`src/sv/tcw_pkg.sv`:
```
// ----------------------------------------------------------------------------
// tcw_pkg: text console char writer shared definitions
// Field widths, control byte codes and the item structs used by the console
// writer, its channel interfaces and its sequencer.
// ----------------------------------------------------------------------------
package tcw_pkg;

  localparam int unsigned ACTION_W = 1;
  localparam int unsigned CHAR_W   = 8;
  localparam int unsigned INDEX_W  = 11;
  localparam int unsigned CELL_W   = 16;
  localparam int unsigned COLOR_W  = 8;
  localparam int unsigned ROW_O_W  = 5;
  localparam int unsigned COL_O_W  = 7;
  localparam int unsigned LOC_W    = 11;

  localparam logic [ACTION_W-1:0] ACT_PUT  = 1'b0;
  localparam logic [ACTION_W-1:0] ACT_READ = 1'b1;

  localparam logic [CHAR_W-1:0] BYTE_BELL  = 8'h07;
  localparam logic [CHAR_W-1:0] BYTE_TAB   = 8'h09;
  localparam logic [CHAR_W-1:0] BYTE_LF    = 8'h0A;
  localparam logic [CHAR_W-1:0] BYTE_CR    = 8'h0D;
  localparam logic [CHAR_W-1:0] BYTE_SPACE = 8'h20;

  localparam logic [CELL_W-1:0]  BLANK_CELL  = 16'h0720;
  localparam logic [COLOR_W-1:0] COLOR_RESET = 8'h07;

  typedef struct packed {
    logic [ACTION_W-1:0] action;
    logic [CHAR_W-1:0]   char_code;
    logic [INDEX_W-1:0]  cell_index;
  } in_item_t;

  typedef struct packed {
    logic [CELL_W-1:0]  cell_data;
    logic [ROW_O_W-1:0] cursor_row;
    logic [COL_O_W-1:0] cursor_col;
    logic [LOC_W-1:0]   cursor_location;
    logic               scrolled;
  } out_item_t;

endpackage

```
`src/sv/tcw_ctrl.sv`:
```
// ----------------------------------------------------------------------------
// tcw_ctrl: console writer sequencer
// Holds the cursor and colour, clears the store after reset, and walks each
// item through cell writes, tab fills, scroll copies and cell reads.
// ----------------------------------------------------------------------------
module tcw_ctrl #(
  parameter int unsigned COLS  = 80,
  parameter int unsigned ROWS  = 25,
  localparam int unsigned CELLS = COLS * ROWS,
  localparam int unsigned AW    = $clog2(CELLS)
) (
  input  logic                          clk_i,
  input  logic                          rst_ni,
  input  logic                          color_we_i,
  input  logic [tcw_pkg::COLOR_W-1:0]   color_i,
  input  logic                          in_valid_i,
  output logic                          in_ready_o,
  input  tcw_pkg::in_item_t             in_item_i,
  input  logic                          out_free_i,
  output logic                          res_valid_o,
  output tcw_pkg::out_item_t            res_o,
  output logic                          ram_we_o,
  output logic [AW-1:0]                 ram_waddr_o,
  output logic [tcw_pkg::CELL_W-1:0]    ram_wdata_o,
  output logic [AW-1:0]                 ram_raddr_o,
  input  logic [tcw_pkg::CELL_W-1:0]    ram_rdata_i
);

  localparam int unsigned RW = $clog2(ROWS + 1);
  localparam int unsigned CW = $clog2(COLS + 8);

  typedef enum logic [9:0] {
    S_CLEAR  = 10'b00_0000_0001,
    S_IDLE   = 10'b00_0000_0010,
    S_PUT    = 10'b00_0000_0100,
    S_TAB    = 10'b00_0000_1000,
    S_ADV    = 10'b00_0001_0000,
    S_SCROLL = 10'b00_0010_0000,
    S_DRAIN  = 10'b00_0100_0000,
    S_RD     = 10'b00_1000_0000,
    S_RDW    = 10'b01_0000_0000,
    S_FIN    = 10'b10_0000_0000
  } state_e;

  state_e                        state_q, state_d;
  logic [AW-1:0]                 cnt_q, cnt_d;
  logic [RW-1:0]                 row_q, row_d;
  logic [CW-1:0]                 col_q, col_d;
  logic [tcw_pkg::COLOR_W-1:0]   color_q, color_d;
  logic                          scrolled_q, scrolled_d;
  logic                          sw_v_q, sw_v_d;
  logic [AW-1:0]                 sw_addr_q, sw_addr_d;
  logic                          sw_copy_q, sw_copy_d;
  tcw_pkg::in_item_t             item_q, item_d;
  logic [tcw_pkg::CELL_W-1:0]    data_q, data_d;

  logic [AW-1:0]                 cell_addr;
  logic [AW:0]                   src_addr;
  logic [RW-1:0]                 row_n;
  logic [31:0]                   idx32;
  logic                          copy;

  assign in_ready_o = (state_q == S_IDLE);
  assign cell_addr  = AW'(int'(row_q) * COLS + int'(col_q));
  assign src_addr   = (AW + 1)'(cnt_q) + (AW + 1)'(COLS);
  assign idx32      = 32'(item_q.cell_index);
  assign copy       = (int'(cnt_q) < CELLS - COLS);

  always_comb begin
    state_d     = state_q;
    cnt_d       = cnt_q;
    row_d       = row_q;
    col_d       = col_q;
    color_d     = color_we_i ? color_i : color_q;
    scrolled_d  = scrolled_q;
    sw_v_d      = 1'b0;
    sw_addr_d   = sw_addr_q;
    sw_copy_d   = sw_copy_q;
    item_d      = item_q;
    data_d      = data_q;
    row_n       = row_q;
    res_valid_o = 1'b0;
    ram_we_o    = 1'b0;
    ram_waddr_o = cell_addr;
    ram_wdata_o = {color_q, item_q.char_code};
    ram_raddr_o = src_addr[AW-1:0];

    // delayed scroll write: copy the row below or fill with blanks
    if (sw_v_q) begin
      ram_we_o    = 1'b1;
      ram_waddr_o = sw_addr_q;
      ram_wdata_o = sw_copy_q ? ram_rdata_i : {color_q, tcw_pkg::BYTE_SPACE};
    end

    case (state_q)
      S_CLEAR: begin
        ram_we_o    = 1'b1;
        ram_waddr_o = cnt_q;
        ram_wdata_o = tcw_pkg::BLANK_CELL;
        cnt_d       = cnt_q + AW'(1);
        if (int'(cnt_q) == CELLS - 1) begin
          cnt_d   = '0;
          state_d = S_IDLE;
        end
      end
      S_IDLE: begin
        if (in_valid_i) begin
          item_d     = in_item_i;
          data_d     = '0;
          scrolled_d = 1'b0;
          state_d    = (in_item_i.action == tcw_pkg::ACT_READ) ? S_RD : S_PUT;
        end
      end
      S_PUT: begin
        if (item_q.char_code == tcw_pkg::BYTE_BELL) begin
          state_d = S_FIN;
        end else if (item_q.char_code == tcw_pkg::BYTE_TAB) begin
          state_d = S_TAB;
        end else if (item_q.char_code == tcw_pkg::BYTE_CR ||
                     item_q.char_code == tcw_pkg::BYTE_LF) begin
          row_d   = row_q + RW'(1);
          col_d   = '0;
          state_d = S_ADV;
        end else begin
          if (item_q.char_code >= tcw_pkg::BYTE_SPACE) begin
            ram_we_o = 1'b1;
          end
          col_d   = col_q + CW'(1);
          state_d = S_ADV;
        end
      end
      S_TAB: begin
        // one blank per cycle up to the tab stop, nothing past the row end
        if (int'(col_q) < COLS) begin
          ram_we_o    = 1'b1;
          ram_wdata_o = {color_q, tcw_pkg::BYTE_SPACE};
        end
        col_d = col_q + CW'(1);
        if (col_q[2:0] == 3'b111) begin
          state_d = S_ADV;
        end
      end
      S_ADV: begin
        if (int'(col_q) >= COLS) begin
          col_d = CW'(int'(col_q) - COLS);
          row_n = row_q + RW'(1);
        end
        if (int'(row_n) >= ROWS) begin
          row_d      = RW'(ROWS - 1);
          scrolled_d = 1'b1;
          cnt_d      = '0;
          state_d    = S_SCROLL;
        end else begin
          row_d   = row_n;
          state_d = S_FIN;
        end
      end
      S_SCROLL: begin
        sw_v_d    = 1'b1;
        sw_addr_d = cnt_q;
        sw_copy_d = copy;
        cnt_d     = cnt_q + AW'(1);
        if (int'(cnt_q) == CELLS - 1) begin
          cnt_d   = '0;
          state_d = S_DRAIN;
        end
      end
      S_DRAIN: begin
        state_d = S_FIN;
      end
      S_RD: begin
        ram_raddr_o = idx32[AW-1:0];
        state_d     = S_RDW;
      end
      S_RDW: begin
        data_d  = (idx32 < CELLS) ? ram_rdata_i : '0;
        state_d = S_FIN;
      end
      S_FIN: begin
        if (out_free_i) begin
          res_valid_o = 1'b1;
          state_d     = S_IDLE;
        end
      end
      default: begin
        state_d = S_IDLE;
      end
    endcase
  end

  always_comb begin
    res_o.cell_data       = data_q;
    res_o.cursor_row      = tcw_pkg::ROW_O_W'(row_q);
    res_o.cursor_col      = tcw_pkg::COL_O_W'(col_q);
    res_o.cursor_location = tcw_pkg::LOC_W'(int'(row_q) * COLS + int'(col_q));
    res_o.scrolled        = scrolled_q;
  end

  always_ff @(posedge clk_i or negedge rst_ni) begin
    if (!rst_ni) begin
      state_q    <= S_CLEAR;
      cnt_q      <= '0;
      row_q      <= '0;
      col_q      <= '0;
      color_q    <= tcw_pkg::COLOR_RESET;
      scrolled_q <= 1'b0;
      sw_v_q     <= 1'b0;
    end else begin
      state_q    <= state_d;
      cnt_q      <= cnt_d;
      row_q      <= row_d;
      col_q      <= col_d;
      color_q    <= color_d;
      scrolled_q <= scrolled_d;
      sw_v_q     <= sw_v_d;
    end
  end

  always_ff @(posedge clk_i) begin
    sw_addr_q <= sw_addr_d;
    sw_copy_q <= sw_copy_d;
    item_q    <= item_d;
    data_q    <= data_d;
  end

endmodule

```
`config.mk`:
```
export PLATFORM = sky130hd
export DESIGN_NAME = tcw_ctrl
export DESIGN_NICKNAME = d
export VERILOG_FILES = /design/src/sv/tcw_pkg.sv /design/src/sv/tcw_ctrl.sv
export SDC_FILE = /design/constraint.sdc
export NUM_CORES = 1
export LEC_CHECK = 0
export ABC_AREA = 1
export BUFFER_PORTS_ARGS = -buffer_cell sky130_fd_sc_hd__buf_4
export CAP_MARGIN = 20
export CORE_ASPECT_RATIO = 1.2
export CORE_MARGIN = 4
export CORE_UTILIZATION = 54
export DETAILED_ROUTE_END_ITERATION = 10
export PLACE_DENSITY_LB_ADDON = 0.1
export SLEW_MARGIN = 0
export SYNTH_ARGS = -nofsm -noshare
export SYNTH_HDL_FRONTEND = slang
export SYNTH_SLANG_ARGS = --single-unit
```
`constraint.sdc`:
```
create_clock -name clk_i -period 3.1 [get_ports clk_i]
set_input_delay 0.62 -clock clk_i [delete_from_list [all_inputs] [get_ports clk_i]]
set_output_delay 0.62 -clock clk_i [all_outputs]
set_load 0.005 [all_outputs]
```
==> results of run 1 <==
## power groups by stage
stage	clock network [W]	logic (W)	registers, W
floorplan	0	0.000559	0.00157
global placement	0	0.00106	0.00157
detailed placement	0	0.00108	0.00159
CTS	0.00115	0.00110	0.00156
global route	0.00120	0.00122	0.00158
finish	0.00114	0.00110	0.00156
## critical path, stage by stage (launching register included)
cell	delay [ns]
dfrtp_1	0.39
ha_1	0.30
ha_2	0.19
fa_2	0.57
inv_2	0.05
nor2_2	0.08
xor2_1	0.21
nor2_1	0.07
o22ai_1	0.12
buf_4	0.15
## what timing repair did
| item | CTS | global route |
|---|---|---|
| pin swaps | 6 | 5 |
| setup endpoints to repair | 2 | 3 |
| buffers inserted | 4 | 2 |
| gates resized for setup | 6 | 7 |
## cells by family after synthesis
logic type | count (synthesis) | synth area share (%)
compound gates | 97 | 10.2
buf+inv | 124 | 9.42
fa+ha+maj | 21 | 5.17
simple gates | 296 | 26.3
xor+xnor | 16 | 2.61
flops | 90 | 46.3
## placed cells by master (no fill, tap or decap), drive strengths merged, types with 3 or more instances in the layout
cell type	synthesis	final
a21oi	10	10
a31oi	5	5
buf	15	141
clkbuf	4	9
clkinv	3	4
dfrtp	39	39
dfstp	4	4
edfxtp	47	47
ha	19	19
inv	102	106
nand2	137	137
nand3	69	69
nand3b	3	3
nand4	11	11
nor2	59	59
nor3	8	8
nor4	3	3
o211ai	8	8
o21ai	66	66
o22ai	4	4
or2	4	4
xnor2	5	5
xor2	11	11
## worst paths after layout
check | cells past startpoint | endpoint | slack [ns] | startpoint
worst max-delay path | 9 | ram_waddr_o[9] | 0.001 | row_q[3]
min in group clk_i | 2 | state_q[2] | 0.43 | in_item_i[19]
worst max register to register | 9 | data_q[11] | 0.61 | state_q[8]
worst min register to register | 2 | state_q[0] | 0.48 | state_q[0]
worst min-delay path | 1 | row_q[4] | 0.27 | rst_ni
max in group asynchronous | 1 | row_q[0] | 2.39 | rst_ni
## metal layers
layer	routed length, µm	up-vias
met5	0	-
met1	5840	2327
met2	7870	160
li1	-	2386
met4	361	0
met3	801	24
## per-stage QoR
step | power [W] | setup TNS [ns] | utilization, % | worst slack, ns | area [µm²]
6_report | 0.00379 | 0 | 71.0 | 0.00124 | 6830
5_1_grt | 0.00400 | -0.178 | 71.0 | -0.120 | 6830
4_1_cts | 0.00381 | -0.0106 | 70.6 | -0.0106 | 6790
3_5_place_dp | 0.00266 | 0 | 66.9 | 0.274 | 6430
3_3_place_gp | 0.00263 | 0 | 66.9 | 0.337 | 6430
2_1_floorplan | 0.00213 | 0 | - | 0.306 | 5380
## state kept, by name, summed over array words and instances, names as in the netlist
signal / flops
col_q: 7
row_q: 5
sw_addr_q: 11
color_q: 8
idx32: 11
sw_copy_q: 1
scrolled_q: 1
item_q: 8
cnt_q: 11
sw_v_q: 1
state_q: 10
data_q: 16
## cell type report
type,instances,share of cell area [%]
multi-input combinational,430,35.4
timing repair buffer,141,15.5
inverter,105,5.77
sequential,90,36.6
clock inverter,7,1.21
clock buffer,9,3.30
tap,123,2.25
==> results.py, run 1 <==
metrics = {
    "status": {
        "outcome": "completed",
    },
    "worst_setup_path": {
        "worst-endpoint-arrival_ns": 2.48,
        "cp-end-kind": "output port",
        "crit_required_ns": 2.48,
        "path_max_fanout": 2,
        "critical_path_class": "reg2out",
        "start_kind": "flop",
    },
    "clocking": {
        "hold_buffers": 0,
        "cts_buffer_depth": 2,
        "cts_made_buffers": 9,
        "cts_tree": "built",
        "clk_pin_slew_worst_paths_ns": 0.06,
        "clock_latency_ns": 0.35,
        "clockRootBuffer": "clkbuf_16",
        "cts-htree-levels": 3,
        "cts.sinks": 90,
    },
    "yosys": {
        "synth-async-reset-ratio_pct": 47.8,
        "synth_top_area_share_pct": 26.2,
        "ys_ff_latch": 90,
        "seq_area_frac_synth_pct": 46.3,
        "syn_nets": 714,
        "netlist_area_mm2": 0.00538,
        "synth_cells": 644,
        "ys.flop_type": "edfxtp_1",
        "yosysUniqueCellTypes": 46,
        "syn_area_per_cell_um2": 8.35,
        "ys_warn_count": 0,
        "yosysTopAreaCell": "edfxtp_1",
        "ys_top_cells_by_count": "132 x nand2_1, 94 x inv_1, 63 x nand3_1, 51 x o21ai_0, 48 x nor2_1",
        "ys_top_cells_by_area": "edfxtp_1 26%, dfrtp_1 18%, nand2_1 9.2%, inv_1 6.6%, nand3_1 5.9%",
        "yosysMostFrequentCell": "nand2_1",
        "synth_edf_count": 47,
    },
    "floorplanning": {
        "initial_utilization_pct": 55.9,
        "dieHeight_um": 117,
        "core_area_mm2": 0.00961,
        "rows": 39,
        "die_w_um": 99.1,
        "die-area_mm2": 0.0116,
        "ios": 130,
    },
    "sta": {
        "max_slew_margin_pct": 51.6,
        "clock_skew_ns": 0.00736,
        "hold_ws_ns": 0.272,
        "worst_pin_slew_ns": 0.724,
        "min_period_ns": 3.10,
        "setup_violations": 0,
        "rsz0062_at_grt": "true",
        "fmax_mhz": 323,
        "slew_viol_final": 0,
        "period_share_pct": 100,
        "final_hold_viol_count": 0,
    },
    "final_layout": {
        "layout-drive-gt1-share_pct": 27.1,
        "n_fill_cell": 760,
        "diodes": 0,
        "multiInputGateArea_mm2": 0.00242,
        "stdcell_count": 905,
        "nets": 847,
        "seq_area_mm2": 0.00250,
        "area_growth_syn_to_layout_pct": 27.0,
    },
    "power": {
        "ir_worst_vdd_uv": 446,
        "p_per_area_mw_per_mm2": 556,
        "pwr-share-clk_pct": 29.9,
        "switching_share_pct": 32.2,
        "p_switching_w": 0.00122,
        "seq_power_share_pct": 41.1,
        "p_int_w": 0.00257,
        "pwr-share-comb_pct": 29.0,
        "power_leakage_nw": 3.35,
    },
    "global_route": {
        "antenna_found_initial": 0,
        "grt_max_degree": 44,
        "top_usage_layer": "met2",
        "use_met1_pct": 31.0,
        "grt_pass1_vias": 4890,
        "grt_pass1_wl_um": 24000,
        "gr-usage-met2_pct": 45.7,
        "grt_remaining_overflow": 0,
        "grt.met3_usage_pct": 4.04,
        "grt_usage_pct": 25.9,
    },
    "route": {
        "via_per_inst": 5.41,
        "wl_per_cell_um": 16.4,
        "postRouteAntennaNets": 0,
        "drt_first_pass_iters": 5,
        "drcViolationCount": 0,
        "route.vias.total": 4897,
        "first_iter_violations": 257,
        "wl_um": 14900,
    },
    "place": {
        "dp_cells": 883,
        "port_buffers": 129,
        "dp_hpwl_um": 11300,
        "gp_congestion": 0.891,
    },
    "flow_run": {
        "cap_violations": 0,
    },
    "hold_path": {
        "hp-class": "in2async",
    },
}
Power figures use the tool's default switching activity.
==> inputs of run 2 (changes only) <==
CORE_UTILIZATION = 35   (was 54)
==> run 2 against run 1 <==
Sequential share of layout area down 0.44 points. Power down 0.86%. Clock power about the same. Core utilization down 25 points. Global-route usage down 8.2 points. Clock skew up 0.0011 ns. Die area up 50%. Combinational power about the same. Non-clock buffer count down 2.
==> results.py, run 2 (same netlist as run 1, synthesis figures left out) <==
metrics = {
    "status": {
        "outcome": "completed",
    },
    "route": {
        "wl_met1_um": 6440,
        "route.met3.wl_um": 652,
        "postRouteAntennaNets": 0,
        "wl_per_cell_um": 15.6,
        "met2_wirelength_um": 7950,
        "via_per_inst": 4.86,
        "wl_um": 15400,
        "dr.max_layer_used": "met4",
        "drcViolationCount": 0,
        "first_iter_violations": 203,
        "drt_first_pass_iters": 4,
        "route.vias.total": 4785,
    },
    "power": {
        "ir_worst_vdd_uv": 273,
        "power_leakage_nw": 3.33,
        "fin_total_pwr_w": 0.00376,
        "p_per_area_mw_per_mm2": 545,
    },
    "clocking": {
        "clockRootBuffer": "clkbuf_16",
        "cts_buffer_depth": 2,
        "clk_pin_slew_worst_paths_ns": 0.07,
        "cts-htree-levels": 3,
        "cts_tree": "built",
        "clock_latency_ns": 0.35,
        "hold_buffers": 0,
        "cts_made_buffers": 9,
        "cts.sinks": 90,
    },
    "global_route": {
        "antenna_found_initial": 0,
        "grt_max_degree": 44,
        "grt_remaining_overflow": 0,
        "grt_pass1_wl_um": 24200,
        "grt_usage_pct": 17.7,
        "grt_pass1_vias": 4807,
    },
    "final_layout": {
        "area_growth_syn_to_layout_pct": 28.3,
        "top_register": "data_q",
        "nets": 845,
        "largest_reg_flops": 16,
        "final_cell_mix": "139 x buf_4, 132 x nand2_1, 93 x inv_1",
        "layout-drive-gt1-share_pct": 26.4,
        "final_common_cell": "buf_4",
        "diodes": 0,
        "utilization_pct": 45.9,
        "n_fill_cell": 1500,
    },
    "worst_setup_path": {
        "cp_num_buf_inv": 2,
        "worst-endpoint-arrival_ns": 2.43,
        "crit_chain": "ha_1 -> ha_2 -> fa_2 -> inv_2 -> nor2_2 -> xor2_1 -> nor2_1 -> o22ai_1 -> buf_4",
        "cp_slowest_cell": "fa_2",
        "crit_required_ns": 2.48,
        "cp-end-kind": "output port",
        "critPathTopFamily": "adder cells",
        "critical_path_class": "reg2out",
        "max_stage_delay_ns": 0.55,
        "path_max_fanout": 2,
        "start_kind": "flop",
    },
    "sta": {
        "worst_pin_slew_ns": 0.764,
        "hold_ws_ns": 0.276,
        "setup_violations": 0,
        "final_hold_viol_count": 0,
        "slew_viol_final": 0,
        "rsz0062_at_grt": "true",
        "clock_skew_ns": 0.00847,
        "fmax_mhz": 327,
        "max_slew_margin_pct": 49.0,
        "min_period_ns": 3.05,
        "period_share_pct": 98.5,
        "fin_setup_tns_ns": 0,
        "fin_ws_ns": 0.0450,
    },
    "floorplanning": {
        "core_area_mm2": 0.0150,
        "initial_utilization_pct": 35.8,
        "die-area_mm2": 0.0174,
        "die_w_um": 121,
        "dieHeight_um": 144,
        "ios": 130,
        "rows": 49,
    },
    "place": {
        "dp_hpwl_um": 12100,
        "place_ws_ns": 0.295,
        "gp_congestion": 0.847,
        "port_buffers": 129,
    },
    "hold_path": {
        "hp-class": "in2async",
    },
    "flow_run": {
        "cap_violations": 0,
    },
}
## run 2: cell types whose count changed in the layout (fill, tap and decap cells not counted), moves of 2 or more
cell and change:
inv_8 -2, clkbuf_1 +2, buf_4 -2, dfrtp_2 -3, dfrtp_1 +3
## run 2: area by class of cell
cell class	instances	area, µm²	share of cell area, %
timing repair buffer	139	1040	15.1
tap	204	255	3.70
clock inverter	5	62.6	0.906
sequential	90	2490	36.1
clock buffer	11	233	3.37
multi-input combinational	430	2420	35.1
inverter	105	394	5.71
## run 2: final timing paths
check                                   start        endpoint  slack (ns)  cells past startpoint
worst max-delay path                 row_q[1]  ram_waddr_o[9]        0.05                      9
worst min-delay path                   rst_ni        col_q[5]        0.28                      1
worst max register to register     state_q[9]       data_q[8]        0.75                      9
worst min register to register     scrolled_q      scrolled_q        0.48                      2
max in group asynchronous              rst_ni        cnt_q[6]        2.43                      1
min in group clk_i              in_item_i[19]      state_q[2]        0.42                      2
## run 2: through the flow
stage          std cells  instance area, µm²
3_5_place_dp         966                6550
5_1_grt              984                6900
4_1_cts              984                6880
6_report             984                6900
3_3_place_gp         966                6550
2_1_floorplan        644                5380
## run 2: metal layers
layer  global-route usage (%)  vias up
met2                     31.2      107
met5                        0        -
li1                         -     2384
met1                     21.6     2275
met3                     3.39       19
met4                     6.19        0
## run 2: what timing repair did
| item | in CTS | in global routing |
|---|---|---|
| cloned | 0 | 0 |
| endpoints found under the setup margin | 2 | 18 |
| buffers inserted | 2 | 0 |
| pin swaps | 6 | 2 |
| gates resized for setup | 7 | 4 |
| hold endpoints to repair | 0 | 0 |
## run 2: report_power, final
group | total (W) | switching [W] | internal [W] | leakage, nW
Sequential | 0.00155 | 0.0000908 | 0.00146 | 1.04
Clock | 0.00111 | 0.000481 | 0.000632 | 0.137
Combinational | 0.00110 | 0.000632 | 0.000469 | 2.15
Total | 0.00376 | 0.00120 | 0.00256 | 3.33
==> inputs of run 3 (changes only) <==
CORE_MARGIN = 5   (was 4)
MAX_ROUTING_LAYER = met4   (was not set)
==> run 3 against run 2 <==
Clock skew decreased by 0.0017 ns. Non-clock buffer count increased by 2. Sequential cell count stayed put. First-iteration DRC count rose by 42%. Wire length increased by 1.0%. Sequential power about the same. Register-to-register slack improved by 0.08 ns. Cell area rose by 1.1%. Largest cell class unchanged.
==> results.py, run 3 (same netlist as run 1, synthesis figures left out) <==
metrics = {
    "sta": {
        "fin_setup_tns_ns": 0,
        "setup_violations": 0,
        "fmax_mhz": 328,
        "max_slew_margin_pct": 51.0,
        "final_hold_viol_count": 0,
        "clock_skew_ns": 0.00673,
        "slew_viol_final": 0,
        "hold_ws_ns": 0.276,
        "rsz0062_at_grt": "true",
        "period_share_pct": 98.3,
        "fin_ws_ns": 0.0526,
        "worst_pin_slew_ns": 0.734,
        "min_period_ns": 3.05,
    },
    "place": {
        "dp_hpwl_um": 12100,
        "detailed_place.area_mm2": 0.00654,
        "port_buffers": 129,
        "gp_congestion": 0.896,
        "place_ws_ns": 0.254,
        "dp_cells": 965,
    },
    "route": {
        "route.vias.total": 4815,
        "drcViolationCount": 0,
        "via_per_inst": 4.88,
        "drt_first_pass_iters": 4,
        "wl_um": 15500,
        "wl_per_cell_um": 15.7,
        "first_iter_violations": 288,
        "postRouteAntennaNets": 0,
    },
    "clocking": {
        "cts_made_buffers": 9,
        "cts_buffer_depth": 2,
        "hold_buffers": 0,
        "cts-htree-levels": 3,
        "cts.sinks": 90,
        "clock_latency_ns": 0.35,
        "clockRootBuffer": "clkbuf_16",
        "clk_pin_slew_worst_paths_ns": 0.06,
        "cts_tree": "built",
    },
    "global_route": {
        "grt_usage_pct": 18.3,
        "grt_pass1_vias": 4957,
        "grt_max_degree": 44,
        "antenna_found_initial": 0,
        "grt_pass1_wl_um": 25100,
        "grt_remaining_overflow": 0,
    },
    "worst_setup_path": {
        "worst-endpoint-arrival_ns": 2.43,
        "cp_slowest_cell": "fa_2",
        "max_stage_delay_ns": 0.56,
        "regToRegStartpoint": "state_q[8]",
        "rrSetupSlack_ns": 0.83,
        "critical_path_class": "reg2out",
        "cp-end-kind": "output port",
        "crit_chain": "ha_4 -> ha_4 -> fa_2 -> inv_2 -> nor2_4 -> xor2_2 -> nor2_1 -> o22ai_1 -> buf_4",
        "critPathTopFamily": "adder cells",
        "r2r_end": "data_q[0]",
        "path_max_fanout": 2,
        "start_kind": "flop",
        "cp_num_buf_inv": 2,
        "crit_required_ns": 2.48,
        "cp_common_cell": "ha_4",
        "reg2reg_depth": 9,
    },
    "final_layout": {
        "area_growth_syn_to_layout_pct": 29.8,
        "diodes": 0,
        "layout-drive-gt1-share_pct": 27.2,
        "stdcell_count": 986,
        "final_common_cell": "buf_4",
        "nets": 847,
        "largest_reg_flops": 16,
        "n_fill_cell": 1506,
        "final_area_mm2": 0.00698,
        "final_cell_mix": "141 x buf_4, 132 x nand2_1, 93 x inv_1",
        "seq_area_mm2": 0.00249,
        "multiInputGateArea_mm2": 0.00246,
        "top_register": "data_q",
    },
    "power": {
        "ir_worst_vdd_uv": 269,
        "power_leakage_nw": 3.35,
        "p_per_area_mw_per_mm2": 552,
        "pwr-share-comb_pct": 28.8,
        "switching_share_pct": 31.5,
        "pwr-share-clk_pct": 31.1,
        "p_switching_w": 0.00122,
        "p_int_w": 0.00264,
        "seq_power_share_pct": 40.1,
    },
    "floorplanning": {
        "die_w_um": 123,
        "rows": 49,
        "initial_utilization_pct": 35.8,
        "dieHeight_um": 146,
        "die-area_mm2": 0.0180,
        "ios": 130,
        "core_area_mm2": 0.0150,
    },
    "hold_path": {
        "hp-class": "in2async",
    },
    "status": {
        "outcome": "completed",
    },
    "flow_run": {
        "cap_violations": 0,
    },
}
==> run 3: cell types whose count changed in the layout (fill, tap and decap cells not counted), moves of 2 or more <==
cell and delta:
buf_4 +2, dfrtp_1 -2, dfrtp_2 +2, ha_1 -2, ha_4 +2
==> run 3: what timing repair did <==
item                       CTS  global route
setup endpoints to repair    2            19
gates resized for setup      4            14
pin swaps                    3             6
buffers inserted             3             2
==> run 3: area by class of cell <==
cell class / instances / area share (%)
Sequential cell: 90 / 35.8
Multi-Input combinational cell: 430 / 35.2
Timing Repair Buffer: 141 / 15.2
Inverter: 105 / 5.65
Tap cell: 204 / 3.66
Clock buffer: 10 / 3.28
Clock inverter: 6 / 1.27
==> run 3: metal layers <==
| layer | vias to the layer above | share of wire, % | track usage [%] |
|---|---|---|---|
| li1 | 2389 | - | - |
| met1 | 2291 | 43 | 22.2 |
| met2 | 110 | 51 | 30.6 |
| met3 | 25 | 3.5 | 2.37 |
| met4 | 0 | 2.5 | 7.42 |
| met5 | - | 0 | - |
==> run 3: per-stage QoR <==
step / power (W) / util (%)
after detailed placement: 0.00269 / 43.5
after global routing: 0.00408 / 46.5
after global placement: 0.00268 / 43.5
after floorplan: 0.00213 / -
after CTS: 0.00389 / 45.9
final: 0.00385 / 46.5
==> run 3: how the worst max path moves through the flow <==
stage	startpoint	to	slack, ns	cells after the start
3_5_place_dp	row_q[2]	ram_waddr_o[10]	0.25	9
6_report	row_q[1]	ram_waddr_o[9]	0.05	9
4_1_cts	row_q[1]	ram_waddr_o[10]	0.01	10
2_1_floorplan	state_q[8]	data_q[0]	0.31	9
3_3_place_gp	row_q[2]	ram_waddr_o[9]	0.34	9
5_1_grt	row_q[2]	ram_waddr_o[9]	-0.04	9
==> run 3: power groups by stage <==
stage	Clock (W)	Combinational (W)	Sequential, W
after global placement	0	0.00111	0.00157
after floorplan	0	0.000559	0.00157
after detailed placement	0	0.00112	0.00157
final	0.00120	0.00111	0.00155
after CTS	0.00122	0.00112	0.00155
after global routing	0.00128	0.00123	0.00157
